<file path="src/hw/rtl/rcu_pkg.sv">
// ----------------------------------------------------------------------------
// rcu_pkg
// Types, constants and small calendar tables for the rtc calendar to
// unix time converter.
// ----------------------------------------------------------------------------
`default_nettype none

package rcu_pkg;

  // register indexes on the configuration port
  localparam logic REG_PRESCALER = 1'b0;

  localparam logic [14:0] PRESCALER_RESET = 15'd255;

  // quotient bits of the fraction divider, one per pipeline stage
  localparam int DIV_STEPS = 30;
  // decode, day count, seconds stages ahead of the divider
  localparam int FRONT_STAGES = 3;
  localparam int NUM_STAGES = FRONT_STAGES + DIV_STEPS;

  localparam logic [29:0] NS_PER_SEC = 30'd1000000000;
  localparam logic [33:0] SEC_PER_DAY = 34'd86400;

  localparam int DAYS_PER_ERA = 146097;
  localparam int EPOCH_SHIFT = 719468;
  // era base minus the 1970 shift, for the two eras that year offsets 0 to 127 reach
  localparam logic [17:0] ERA4_OFS = 18'(4 * DAYS_PER_ERA - EPOCH_SHIFT);
  localparam logic [17:0] ERA5_OFS = 18'(5 * DAYS_PER_ERA - EPOCH_SHIFT);

  // year 2100 is the only non-leap year divisible by four in range
  localparam logic [6:0] CENTURY_YOFF = 7'd100;

  localparam logic [3:0] MONTH_MAX = 4'd12;
  localparam logic [4:0] HOUR_MAX = 5'd23;
  localparam logic [5:0] MINSEC_MAX = 6'd59;

  typedef struct packed {
    logic [6:0]  year_offset;
    logic [3:0]  month_number;
    logic [4:0]  day_of_month;
    logic [4:0]  hour_value;
    logic [5:0]  minute_value;
    logic [5:0]  second_value;
    logic [15:0] subsecond_count;
  } rcu_in_t;

  typedef struct packed {
    logic        status;
    logic [31:0] epoch_seconds;
    logic [29:0] fraction_nanoseconds;
  } rcu_out_t;

  function automatic logic [4:0] month_days_f(logic [3:0] m, logic leap);
    logic [4:0] r;
    case (m) inside
      4'd1, 4'd3, 4'd5, 4'd7, 4'd8, 4'd10, 4'd12: r = 5'd31;
      4'd4, 4'd6, 4'd9, 4'd11:                   r = 5'd30;
      4'd2:                                      r = leap ? 5'd29 : 5'd28;
      default:                                   r = 5'd0;
    endcase
    return r;
  endfunction

  // first day of month within a march-based year, (153*mp+2)/5
  function automatic logic [8:0] march_doy_f(logic [3:0] mp);
    logic [8:0] r;
    case (mp)
      4'd0:    r = 9'd0;
      4'd1:    r = 9'd31;
      4'd2:    r = 9'd61;
      4'd3:    r = 9'd92;
      4'd4:    r = 9'd122;
      4'd5:    r = 9'd153;
      4'd6:    r = 9'd184;
      4'd7:    r = 9'd214;
      4'd8:    r = 9'd245;
      4'd9:    r = 9'd275;
      4'd10:   r = 9'd306;
      4'd11:   r = 9'd337;
      default: r = 9'd0;
    endcase
    return r;
  endfunction

endpackage

`default_nettype wire

</file>
<file path="src/hw/rtl/rtc_calendar_to_unix_time.sv">
// ----------------------------------------------------------------------------
// rtc_calendar_to_unix_time
// Checks an rtc calendar reading and converts it to unix seconds plus
// nanoseconds within the second.
// ----------------------------------------------------------------------------
//
//   channel  | handshake              | payload
//   ---------+------------------------+-------------------------------
//   in       | in_valid / in_ready    | in_data  (rcu_in_t)
//   out      | out_valid / out_ready  | out_data (rcu_out_t)
//   config   | psel penable pwrite    | paddr pwdata prdata, pready = 1
//
// One transaction enters per cycle while the pipeline is not full and stalled:
// three stages for decode, day count and seconds, then 30 stages of a
// bit-per-stage restoring divider by prescaler + 1 for the fraction.
// Reset (synchronous, rst_n low) empties the pipeline and sets the
// prescaler to 255. Each stage holds its transaction while the one after it
// is full and stalled, so bubbles close up and out_ready low stops nothing
// until the whole pipeline is full.
//
`default_nettype none

module rtc_calendar_to_unix_time
  import rcu_pkg::*;
(
  input  wire logic        clk,
  input  wire logic        rst_n,

  input  wire logic        in_valid,
  output logic             in_ready,
  input  wire rcu_in_t     in_data,

  output logic             out_valid,
  input  wire logic        out_ready,
  output rcu_out_t         out_data,

  input  wire logic        psel,
  input  wire logic        penable,
  input  wire logic        pwrite,
  input  wire logic [2:0]  paddr,
  input  wire logic [31:0] pwdata,
  output logic [31:0]      prdata,
  output logic             pready
);

  // configuration
  logic [14:0] presc_r;
  logic [15:0] dvsr;

  assign pready = 1'b1;
  assign prdata = (paddr[2] == REG_PRESCALER) ? 32'(presc_r) : '0;
  assign dvsr   = 16'(presc_r) + 16'd1;

  always_ff @(posedge clk) begin
    if (!rst_n) begin
      presc_r <= PRESCALER_RESET;
    end else if (psel && penable && pwrite && pready && paddr[2] == REG_PRESCALER) begin
      presc_r <= pwdata[14:0];
    end
  end

  // pipeline flow control
  logic [NUM_STAGES-1:0] vld_r;
  logic [NUM_STAGES:0]   adv;

  always_comb begin
    adv[NUM_STAGES] = out_ready;
    for (int k = NUM_STAGES - 1; k >= 0; k--) begin
      adv[k] = ~vld_r[k] | adv[k+1];
    end
  end

  assign in_ready = adv[0];

  always_ff @(posedge clk) begin
    if (!rst_n) begin
      vld_r <= '0;
    end else begin
      if (adv[0]) begin
        vld_r[0] <= in_valid;
      end
      for (int k = 1; k < NUM_STAGES; k++) begin
        if (adv[k]) begin
          vld_r[k] <= vld_r[k-1];
        end
      end
    end
  end

  // stage a: validation and calendar decode
  logic       leap_a;
  logic [4:0] mdays_a;
  logic       err_nxt_a;
  logic       early_a;
  logic       wrap_a;
  logic [3:0] mp_a;
  logic [8:0] doy_nxt_a;
  logic [8:0] yoe_nxt_a;
  logic [14:0] diff_nxt_a;

  always_comb begin
    leap_a  = (in_data.year_offset[1:0] == 2'b00) && (in_data.year_offset != CENTURY_YOFF);
    mdays_a = month_days_f(in_data.month_number, leap_a);
    err_nxt_a = (in_data.month_number == 4'd0) || (in_data.month_number > MONTH_MAX) ||
                (in_data.day_of_month == 5'd0) || (in_data.day_of_month > mdays_a) ||
                (in_data.hour_value > HOUR_MAX) || (in_data.minute_value > MINSEC_MAX) ||
                (in_data.second_value > MINSEC_MAX) ||
                (in_data.subsecond_count > 16'(presc_r));
    // january and february belong to the previous march-based year
    early_a = (in_data.month_number <= 4'd2);
    mp_a    = early_a ? in_data.month_number + 4'd9 : in_data.month_number - 4'd3;
    doy_nxt_a = march_doy_f(mp_a) + 9'(in_data.day_of_month) - 9'd1;
    // jan/feb 2000 fall in the era that starts in 1600
    wrap_a    = early_a && (in_data.year_offset == 7'd0);
    yoe_nxt_a = wrap_a ? 9'd399 : 9'(in_data.year_offset) - 9'(early_a);
    diff_nxt_a = presc_r - in_data.subsecond_count[14:0];
  end

  logic        err_a_r;
  logic [14:0] diff_a_r;
  logic [8:0]  doy_a_r;
  logic [8:0]  yoe_a_r;
  logic        era5_a_r;
  logic [4:0]  hr_a_r;
  logic [5:0]  mi_a_r;
  logic [5:0]  se_a_r;

  always_ff @(posedge clk) begin
    if (adv[0]) begin
      err_a_r  <= err_nxt_a;
      diff_a_r <= diff_nxt_a;
      doy_a_r  <= doy_nxt_a;
      yoe_a_r  <= yoe_nxt_a;
      era5_a_r <= ~wrap_a;
      hr_a_r   <= in_data.hour_value;
      mi_a_r   <= in_data.minute_value;
      se_a_r   <= in_data.second_value;
    end
  end

  // stage b: fraction numerator, day number, time of day
  logic [1:0]  cent_b;
  logic [17:0] doe_b;
  logic [16:0] days_nxt_b;
  logic [16:0] hms_nxt_b;
  logic [44:0] prod_nxt_b;

  always_comb begin
    if (yoe_a_r >= 9'd300) begin
      cent_b = 2'd3;
    end else if (yoe_a_r >= 9'd200) begin
      cent_b = 2'd2;
    end else if (yoe_a_r >= 9'd100) begin
      cent_b = 2'd1;
    end else begin
      cent_b = 2'd0;
    end
    doe_b = 18'(yoe_a_r) * 18'd365 + 18'(yoe_a_r[8:2]) - 18'(cent_b) + 18'(doy_a_r);
    days_nxt_b = 17'(doe_b + (era5_a_r ? ERA5_OFS : ERA4_OFS));
    hms_nxt_b  = 17'(hr_a_r) * 17'd3600 + 17'(mi_a_r) * 17'd60 + 17'(se_a_r);
    prod_nxt_b = 45'(diff_a_r) * 45'(NS_PER_SEC);
  end

  logic        err_b_r;
  logic [16:0] days_b_r;
  logic [16:0] hms_b_r;
  logic [44:0] prod_b_r;

  always_ff @(posedge clk) begin
    if (adv[1]) begin
      err_b_r  <= err_a_r;
      days_b_r <= days_nxt_b;
      hms_b_r  <= hms_nxt_b;
      prod_b_r <= prod_nxt_b;
    end
  end

  // stage c: epoch seconds, divider load; an invalid reading is zeroed here
  logic [33:0] dsec_c;
  logic [31:0] sec_nxt_c;
  logic [44:0] num_nxt_c;

  always_comb begin
    dsec_c    = 34'(days_b_r) * SEC_PER_DAY;
    sec_nxt_c = err_b_r ? '0 : dsec_c[31:0] + 32'(hms_b_r);
    num_nxt_c = err_b_r ? '0 : prod_b_r;
  end

  logic [14:0]          rem_r [DIV_STEPS+1];
  logic [DIV_STEPS-1:0] nq_r  [DIV_STEPS+1];
  logic [31:0]          sec_r [DIV_STEPS+1];
  logic                 err_r [DIV_STEPS+1];

  always_ff @(posedge clk) begin
    if (adv[2]) begin
      rem_r[0] <= num_nxt_c[44:DIV_STEPS];
      nq_r[0]  <= num_nxt_c[DIV_STEPS-1:0];
      sec_r[0] <= sec_nxt_c;
      err_r[0] <= err_b_r;
    end
  end

  // divider stages: numerator bits shift out the top as quotient bits enter
  for (genvar k = 0; k < DIV_STEPS; k++) begin : g_div
    logic [15:0]          trial;
    logic                 ge;
    logic [14:0]          rem_nxt;
    logic [DIV_STEPS-1:0] nq_nxt;

    assign trial   = {rem_r[k], nq_r[k][DIV_STEPS-1]};
    assign ge      = (trial >= dvsr);
    assign rem_nxt = ge ? 15'(trial - dvsr) : trial[14:0];
    assign nq_nxt  = {nq_r[k][DIV_STEPS-2:0], ge};

    always_ff @(posedge clk) begin
      if (adv[FRONT_STAGES+k]) begin
        rem_r[k+1] <= rem_nxt;
        nq_r[k+1]  <= nq_nxt;
        sec_r[k+1] <= sec_r[k];
        err_r[k+1] <= err_r[k];
      end
    end
  end

  assign out_valid = vld_r[NUM_STAGES-1];

  always_comb begin
    out_data.status               = err_r[DIV_STEPS];
    out_data.epoch_seconds        = sec_r[DIV_STEPS];
    out_data.fraction_nanoseconds = nq_r[DIV_STEPS];
  end

  // checks
  a_err_zero: assert property (@(posedge clk) disable iff (!rst_n)
    out_valid && out_data.status |->
      out_data.epoch_seconds == 32'd0 && out_data.fraction_nanoseconds == 30'd0)
    else $error("error result carries nonzero values");

  a_frac_range: assert property (@(posedge clk) disable iff (!rst_n)
    out_valid |-> out_data.fraction_nanoseconds < NS_PER_SEC)
    else $error("fraction at or above one second");

  a_full_stall: assert property (@(posedge clk) disable iff (!rst_n)
    !in_ready |-> out_valid && !out_ready)
    else $error("input held off while the output is not stalled");

  a_out_hold: assert property (@(posedge clk) disable iff (!rst_n)
    out_valid && !out_ready |=> out_valid && $stable(out_data))
    else $error("stalled result dropped or changed");

endmodule

`default_nettype wire

</file>
<file path="config.mk">
export PLATFORM = sky130hd
export DESIGN_NAME = rtc_calendar_to_unix_time
export DESIGN_NICKNAME = d
export VERILOG_FILES = /design/src/hw/rtl/rcu_pkg.sv /design/src/hw/rtl/rtc_calendar_to_unix_time.sv
export SDC_FILE = /design/constraint.sdc
export NUM_CORES = 2
export LEC_CHECK = 0
export ABC_CLOCK_PERIOD_IN_PS = 15950
export BUFFER_PORTS_ARGS = -buffer_cell sky130_fd_sc_hd__buf_4
export CORE_MARGIN = 2
export CORE_UTILIZATION = 30
export DETAILED_ROUTE_END_ITERATION = 10
export GPL_TIMING_DRIVEN = 1
export HOLD_SLACK_MARGIN = 0.03
export SKIP_CTS_REPAIR_TIMING = 1
export SKIP_LAST_GASP = 1
export SLEW_MARGIN = 10
export SYNTH_ARGS = -nofsm -noshare
export SYNTH_HDL_FRONTEND = slang
export SYNTH_SLANG_ARGS = --single-unit
</file>
<file path="constraint.sdc">
create_clock -name clk -period 15.95 [get_ports clk]
set_clock_uncertainty 0.05 [all_clocks]
set_input_delay 0.7975 -clock clk [delete_from_list [all_inputs] [get_ports clk]]
set_output_delay 0.7975 -clock clk [all_outputs]
set_load 0.02 [all_outputs]
</file>
# --- Word level (Yosys, flattened, before mapping) ---
# Memory sizes are Yosys's and may differ from the RTL's.
# Index checks and enable logic that the tools add are counted.
totals:
  regBits: 171
  mem_bits_rw: 2418
  rom_bits: 144
  input_bits: 91
  output_inout_bits: 98
  wordCells: 343
  memories: 5
op_classes:
  n_addsub: 44
  mul: 5
  n_lt_le_gt_ge: 40
  n_eq_ne: 13
  mux: 104
  bitwise: 68
  reduce_logical: 18
memory_table:
  columns: ["name", "words", "word_bits", "read_ports", "rd_ports_with_merged_regs", "write_ports", "line", "source"]
  rows:
  - ["sec_r", 31, 32, 31, 0, 31, "rtc_calendar_to_unix_time.sv:191", "logic [31:0] sec_r [DIV_STEPS+1];"]
  - ["nq_r", 31, 30, 31, 0, 31, "rtc_calendar_to_unix_time.sv:190", "logic [DIV_STEPS-1:0] nq_r [DIV_STEPS+1];"]
  - ["rem_r", 31, 15, 30, 0, 31, "rtc_calendar_to_unix_time.sv:189", "logic [14:0] rem_r [DIV_STEPS+1];"]
  - ["(no name shown)", 16, 9, 1, 0, 0, "rcu_pkg.sv:67", "case (mp)"]
  - ["err_r", 31, 1, 31, 0, 31, "rtc_calendar_to_unix_time.sv:192", "logic err_r [DIV_STEPS+1];"]
op_table:
  columns: ["operator", "count"]
  rows:
  - ["$ge 16x16->1", 30]
  - ["$mux 15", 31]
  - ["$sub 15x15->15", 31]
  - ["$mux 1", 64]
  - ["$mux 45", 1]
  - ["$mul 15x21->36 const B", 1]
  - ["$not 1->1", 35]
  - ["$or 1x1->1", 33]
  - ["$add 32x17->32", 1]
  - ["$mux 32", 1]
  - ["$mul 17x10->25 const B", 1]
  - ["$eq 4x4->1 const B", 5]
  - ["$add 17x12->17", 1]
  - ["$add 17x17->17", 1]
  - ["$add 17x6->17", 1]
  - ["$add 17x7->17", 1]
  - ["$add 17x9->17", 1]
  - ["$mul 9x9->17 const B", 1]
  - ["$mux 17", 1]
  - ["$sub 17x2->17", 1]
  - ["$add 15x1->16 const B", 1]
  - ["$eq 4x3->1 const B", 4]
  - ["$gt 16x15->1", 1]
  - ["$mux 5", 3]
  - ["other kinds (28)", 41]

# --- Logic depth before layout (Yosys ltp) ---
depth:
  word_depth: 34
  ltp_mapped: 29
  mapped_depth_nobuf: 29

# --- Worst setup path after synthesis ---
# OpenSTA, ideal clock, no wires.
synth_timing:
  kind: "reg-to-reg"
  start: "register diff_a_r[6]"
  end: "register prod_b_r[43] (data pin)"
  setup_time_ns: 0.265
  t_arrival_ns: 5.712
  required_time_ns: 15.635
  setup_slack_ns: 9.923
  path_stages_with_launch: 20
  period_less_slack_ns: 6.027
  path_cell_list: "edfxtp_1 -> fa_1 -> inv_1 -> fa_1 -> fa_1 -> fa_1 -> fa_1 -> inv_1 -> fa_1 -> ha_1 -> inv_1 -> o21bai_1 -> a21o_1 -> a21o_1 -> a221oi_1 -> o21ai_0 -> a21o_1 -> a21oi_1 -> o21ai_0 -> xor2_1"
synth_between:
  elab_chain_len: 1
synth_lines:
  columns: ["element", "line", "source"]
  rows:
  - ["start: declaration", "rtc_calendar_to_unix_time.sv:120", "logic [14:0] diff_a_r;"]
  - ["start signal: assignment", "rtc_calendar_to_unix_time.sv:131", "diff_a_r <= diff_nxt_a;"]
  - ["$mul 15x21->36", "rtc_calendar_to_unix_time.sv:161", "prod_nxt_b = 45'(diff_a_r) * 45'(NS_PER_SEC);"]
  - ["named net prod_nxt_b[43]", "rtc_calendar_to_unix_time.sv:146", "logic [44:0] prod_nxt_b;"]
  - ["end signal: assignment", "rtc_calendar_to_unix_time.sv:174", "prod_b_r <= prod_nxt_b;"]
  - ["end: declaration", "rtc_calendar_to_unix_time.sv:167", "logic [44:0] prod_b_r;"]
# The timed path passes the listed nets, and every way through them passes these cells.
# A chain may end at the register's enable or synchronous reset.

# --- Final worst setup path ---
layout_timing:
  start: "register diff_a_r[7]"
  end: "register prod_b_r[42] (data pin)"
# The elaborated chain is that of the path after synthesis.

==> parameters.txt <==
Parameter                              Value

Layout
  Layout overhead on the synthesized area ... 13.5%
  Multi-input gate area in the final layout ... between 30,000 and 40,000 um2
  Number of non-filler instances in the completed layout ... about 13,000
  Fraction of final layout cells sized beyond drive strength 1 ... 0.121
  Most frequent cells in the layout ... sky130_fd_sc_hd__edfxtp_1 (2,291), sky130_fd_sc_hd__ha_1 (866), sky130_fd_sc_hd__inv_1 (639)
  Most common cell after layout, fill and taps aside ... sky130_fd_sc_hd__edfxtp_1
  Sequential cell area ... about 70,000 um2
  Post-layout nets ... between 9,000 and 10,000
  Fillers ... about 35,000

Clocking
  Total number of H-tree levels ... 4
  Clock buffer count from CTS ... 239
  CTS sink cnt ... 2,339
  Maximum root-to-sink buffer count ... 4
  Clk Tree Root Cell ... sky130_fd_sc_hd__clkbuf_16
  Clock latency reported for the late side of the worst-skew pair ... between 900 and 1000 ps
  Clock tree from TritonCTS ... yes
  Clock transition time at the flip-flop clock pins of the worst setup and hold paths ... roughly 60 ps

Status
  Outcome ... complete, no violations

STA
  Final setup violation count ... 0
  Final critical delay including setup and external delays ... roughly 6800 ps
  Final-report max-slew violation count ... 0
  Final worst-path cycle share ... 0.429
  Normalized max-slew margin ... 0.256
  Final Hold Violating Endpoints ... 0
  RSZ-0062 raised after global routing ... no
  Maximum clock frequency ... between 100 and 150 MHz
  Final Worst Setup Slack ... around 9100 ps
  Sum of negative setup slack ... 0 ps
  Slew of the pin with the lowest slew margin ... between 1000 and 1500 ps

Synth
  Async set-reset flop share out of synthesis ... 0
  Share of synthesized area occupied by flip-flops and latches ... 0.628
  Flip-flop and latch count after synthesis ... around 2,300
  Predominant post-synthesis flop cell ... sky130_fd_sc_hd__edfxtp_1
  Post-Synthesis Cell Area ... ~110,000 um2
  Mean Syn Cell Area ... around 15 um2
  Gate Count Post-Synth ... between 7,000 and 8,000
  Distinct cell type count of the synthesized netlist ... just under 100
  Post-synth EDFFs ... 2,291
  Synth warn ... 0

GRT
  Number of global-route vias before repair ... roughly 60,000
  Antenna violations before repair ... 12
  Largest net degree at the start of global routing ... between 70 and 80
  Overall routing resource usage ... 0.109
  Gr ovfl total ... 0
  Global-route wire length before repair ... around 330,000 um

Detailed routing
  Violation count after the first detailed-route iteration ... just over 3,000
  Antenna Nets Post-Route ... 0
  Post-route DRC ... 0
  WL final ... around 200,000 um
  Avg Vias per Cell ... roughly 4.5
  Routed wirelength normalized by instance count ... approximately 16 um
  Overall via count from detail_route ... 58,600
  DR pass1 iterations ... 6

Critical path
  Type of the setup path with the least slack ... reg2reg
  Crit. End Element ... flop
  Maximum fanout count along the critical path ... 7
  Data required time at the worst endpoint ... 16,490 ps
  Startpoint kind of the worst setup timing path ... flop
  Data arrival, critical path ... roughly 7400 ps

Floorplanning
  Die ar. ... around 380,000 um2
  Die X-Extent ... approximately 610 um
  Placeable Area ... ~370,000 um2
  Die height ... 612 um
  Number of standard-cell rows in the floorplan ... between 200 and 250
  Top-level I/O count ... 189
  Initial cell density of the core ... 0.301

Worst hold path
  Min-Delay Path Class ... in2reg

Placement
  Buffers on Ports ... 151
  Number of placed instances, taps included ... 12,700
  Final Wtd Congestion ... 0.859
  Post-detailed-placement half-perimeter wirelength ... roughly 150,000 um
  Pre-CTS setup slack ... about 9000 ps

Run
  Total of max-cap violations ... 0
-- area by class of cell --
class,count,area share
multi-input combinational,4503,0.305
antenna,1,0.0000199
clock inverter,142,0.00963
clock buffer,286,0.0495
tap,4950,0.0491
timing repair buffer,223,0.0133
inverter,658,0.0196
sequential,2339,0.553
-- through the flow --
stage	area, um2	utilization	hold WS [ps]
global route	126000	0.342	35.8
detailed placement	119000	0.322	355
CTS	126000	0.342	10.5
floorplan	111000	-	350
finish	126000	0.342	96.5
global placement	119000	0.322	351
-- cell usage after synthesis, types with 137 or more instances --
cell type | instances | area [um2]
sky130_fd_sc_hd__nor3_1 | 146 | 731
sky130_fd_sc_hd__edfxtp_1 | 2291 | 68800
sky130_fd_sc_hd__xor2_1 | 144 | 1260
sky130_fd_sc_hd__mux2_2 | 257 | 2890
sky130_fd_sc_hd__xnor2_1 | 336 | 2940
sky130_fd_sc_hd__nand2_1 | 288 | 1080
sky130_fd_sc_hd__inv_1 | 658 | 2470
sky130_fd_sc_hd__a21oi_1 | 412 | 2060
sky130_fd_sc_hd__o21ai_0 | 161 | 806
sky130_fd_sc_hd__fa_1 | 244 | 4880
sky130_fd_sc_hd__ha_1 | 866 | 10800
sky130_fd_sc_hd__nor2b_1 | 137 | 857
sky130_fd_sc_hd__nor2_1 | 396 | 1490
-- critical path, stage by stage (launching register included) --
cell and delay, ps:
sky130_fd_sc_hd__edfxtp_1 750, sky130_fd_sc_hd__inv_1 100, sky130_fd_sc_hd__ha_1 390, sky130_fd_sc_hd__fa_1 550
sky130_fd_sc_hd__inv_1 50, sky130_fd_sc_hd__fa_1 480, sky130_fd_sc_hd__inv_1 60, sky130_fd_sc_hd__fa_1 530
sky130_fd_sc_hd__inv_1 50, sky130_fd_sc_hd__fa_1 600, sky130_fd_sc_hd__fa_1 440, sky130_fd_sc_hd__ha_1 370
sky130_fd_sc_hd__nand2_1 110, sky130_fd_sc_hd__or3_1 380, sky130_fd_sc_hd__nor3b_1 350, sky130_fd_sc_hd__o311ai_1 210
sky130_fd_sc_hd__a21oi_1 280, sky130_fd_sc_hd__o31a_1 250, sky130_fd_sc_hd__a31oi_1 160, sky130_fd_sc_hd__o21bai_1 160
sky130_fd_sc_hd__a21oi_1 100, sky130_fd_sc_hd__xnor2_1 140
-- registers in the layout, summed over array words and instances, names as in the netlist, 17 cells and up --
signal,flops
sec_r,992
nq_r,696
rem_r,450
prod_b_r,36
vld_r,33
err_r,31
days_b_r,17
hms_b_r,17
-- metal layers --
layer,vias up,global-route usage,part of all wire
li1,28900,-,-
met1,28300,0.145,0.46
met2,1036,0.183,0.47
met3,374,0.0161,0.040
met4,0,0.0321,0.027
met5,-,0,0
-- kinds of logic after synthesis --
family | share of synthesized area
compound gates | 0.0676
flops | 0.628
fa+ha+maj | 0.142
other cells | 0.0000676
buf+inv | 0.0276
xor+xnor | 0.0378
simple gates | 0.0630
mux | 0.0343
-- path summary, 6_finish.rpt --
kind,startpoint,cells after the start,to,slack [ps]
max,diff_a_r[7],21,prod_b_r[42],9100
min,in_data[22],1,mi_a_r[0],100
max reg2reg,diff_a_r[7],21,prod_b_r[42],9100
min reg2reg,nq_r[1][282],0,nq_r[1][313],240
Power is not shown: default switching activity piles up to over one toggle a cycle in this logic, so the estimate is an artifact.
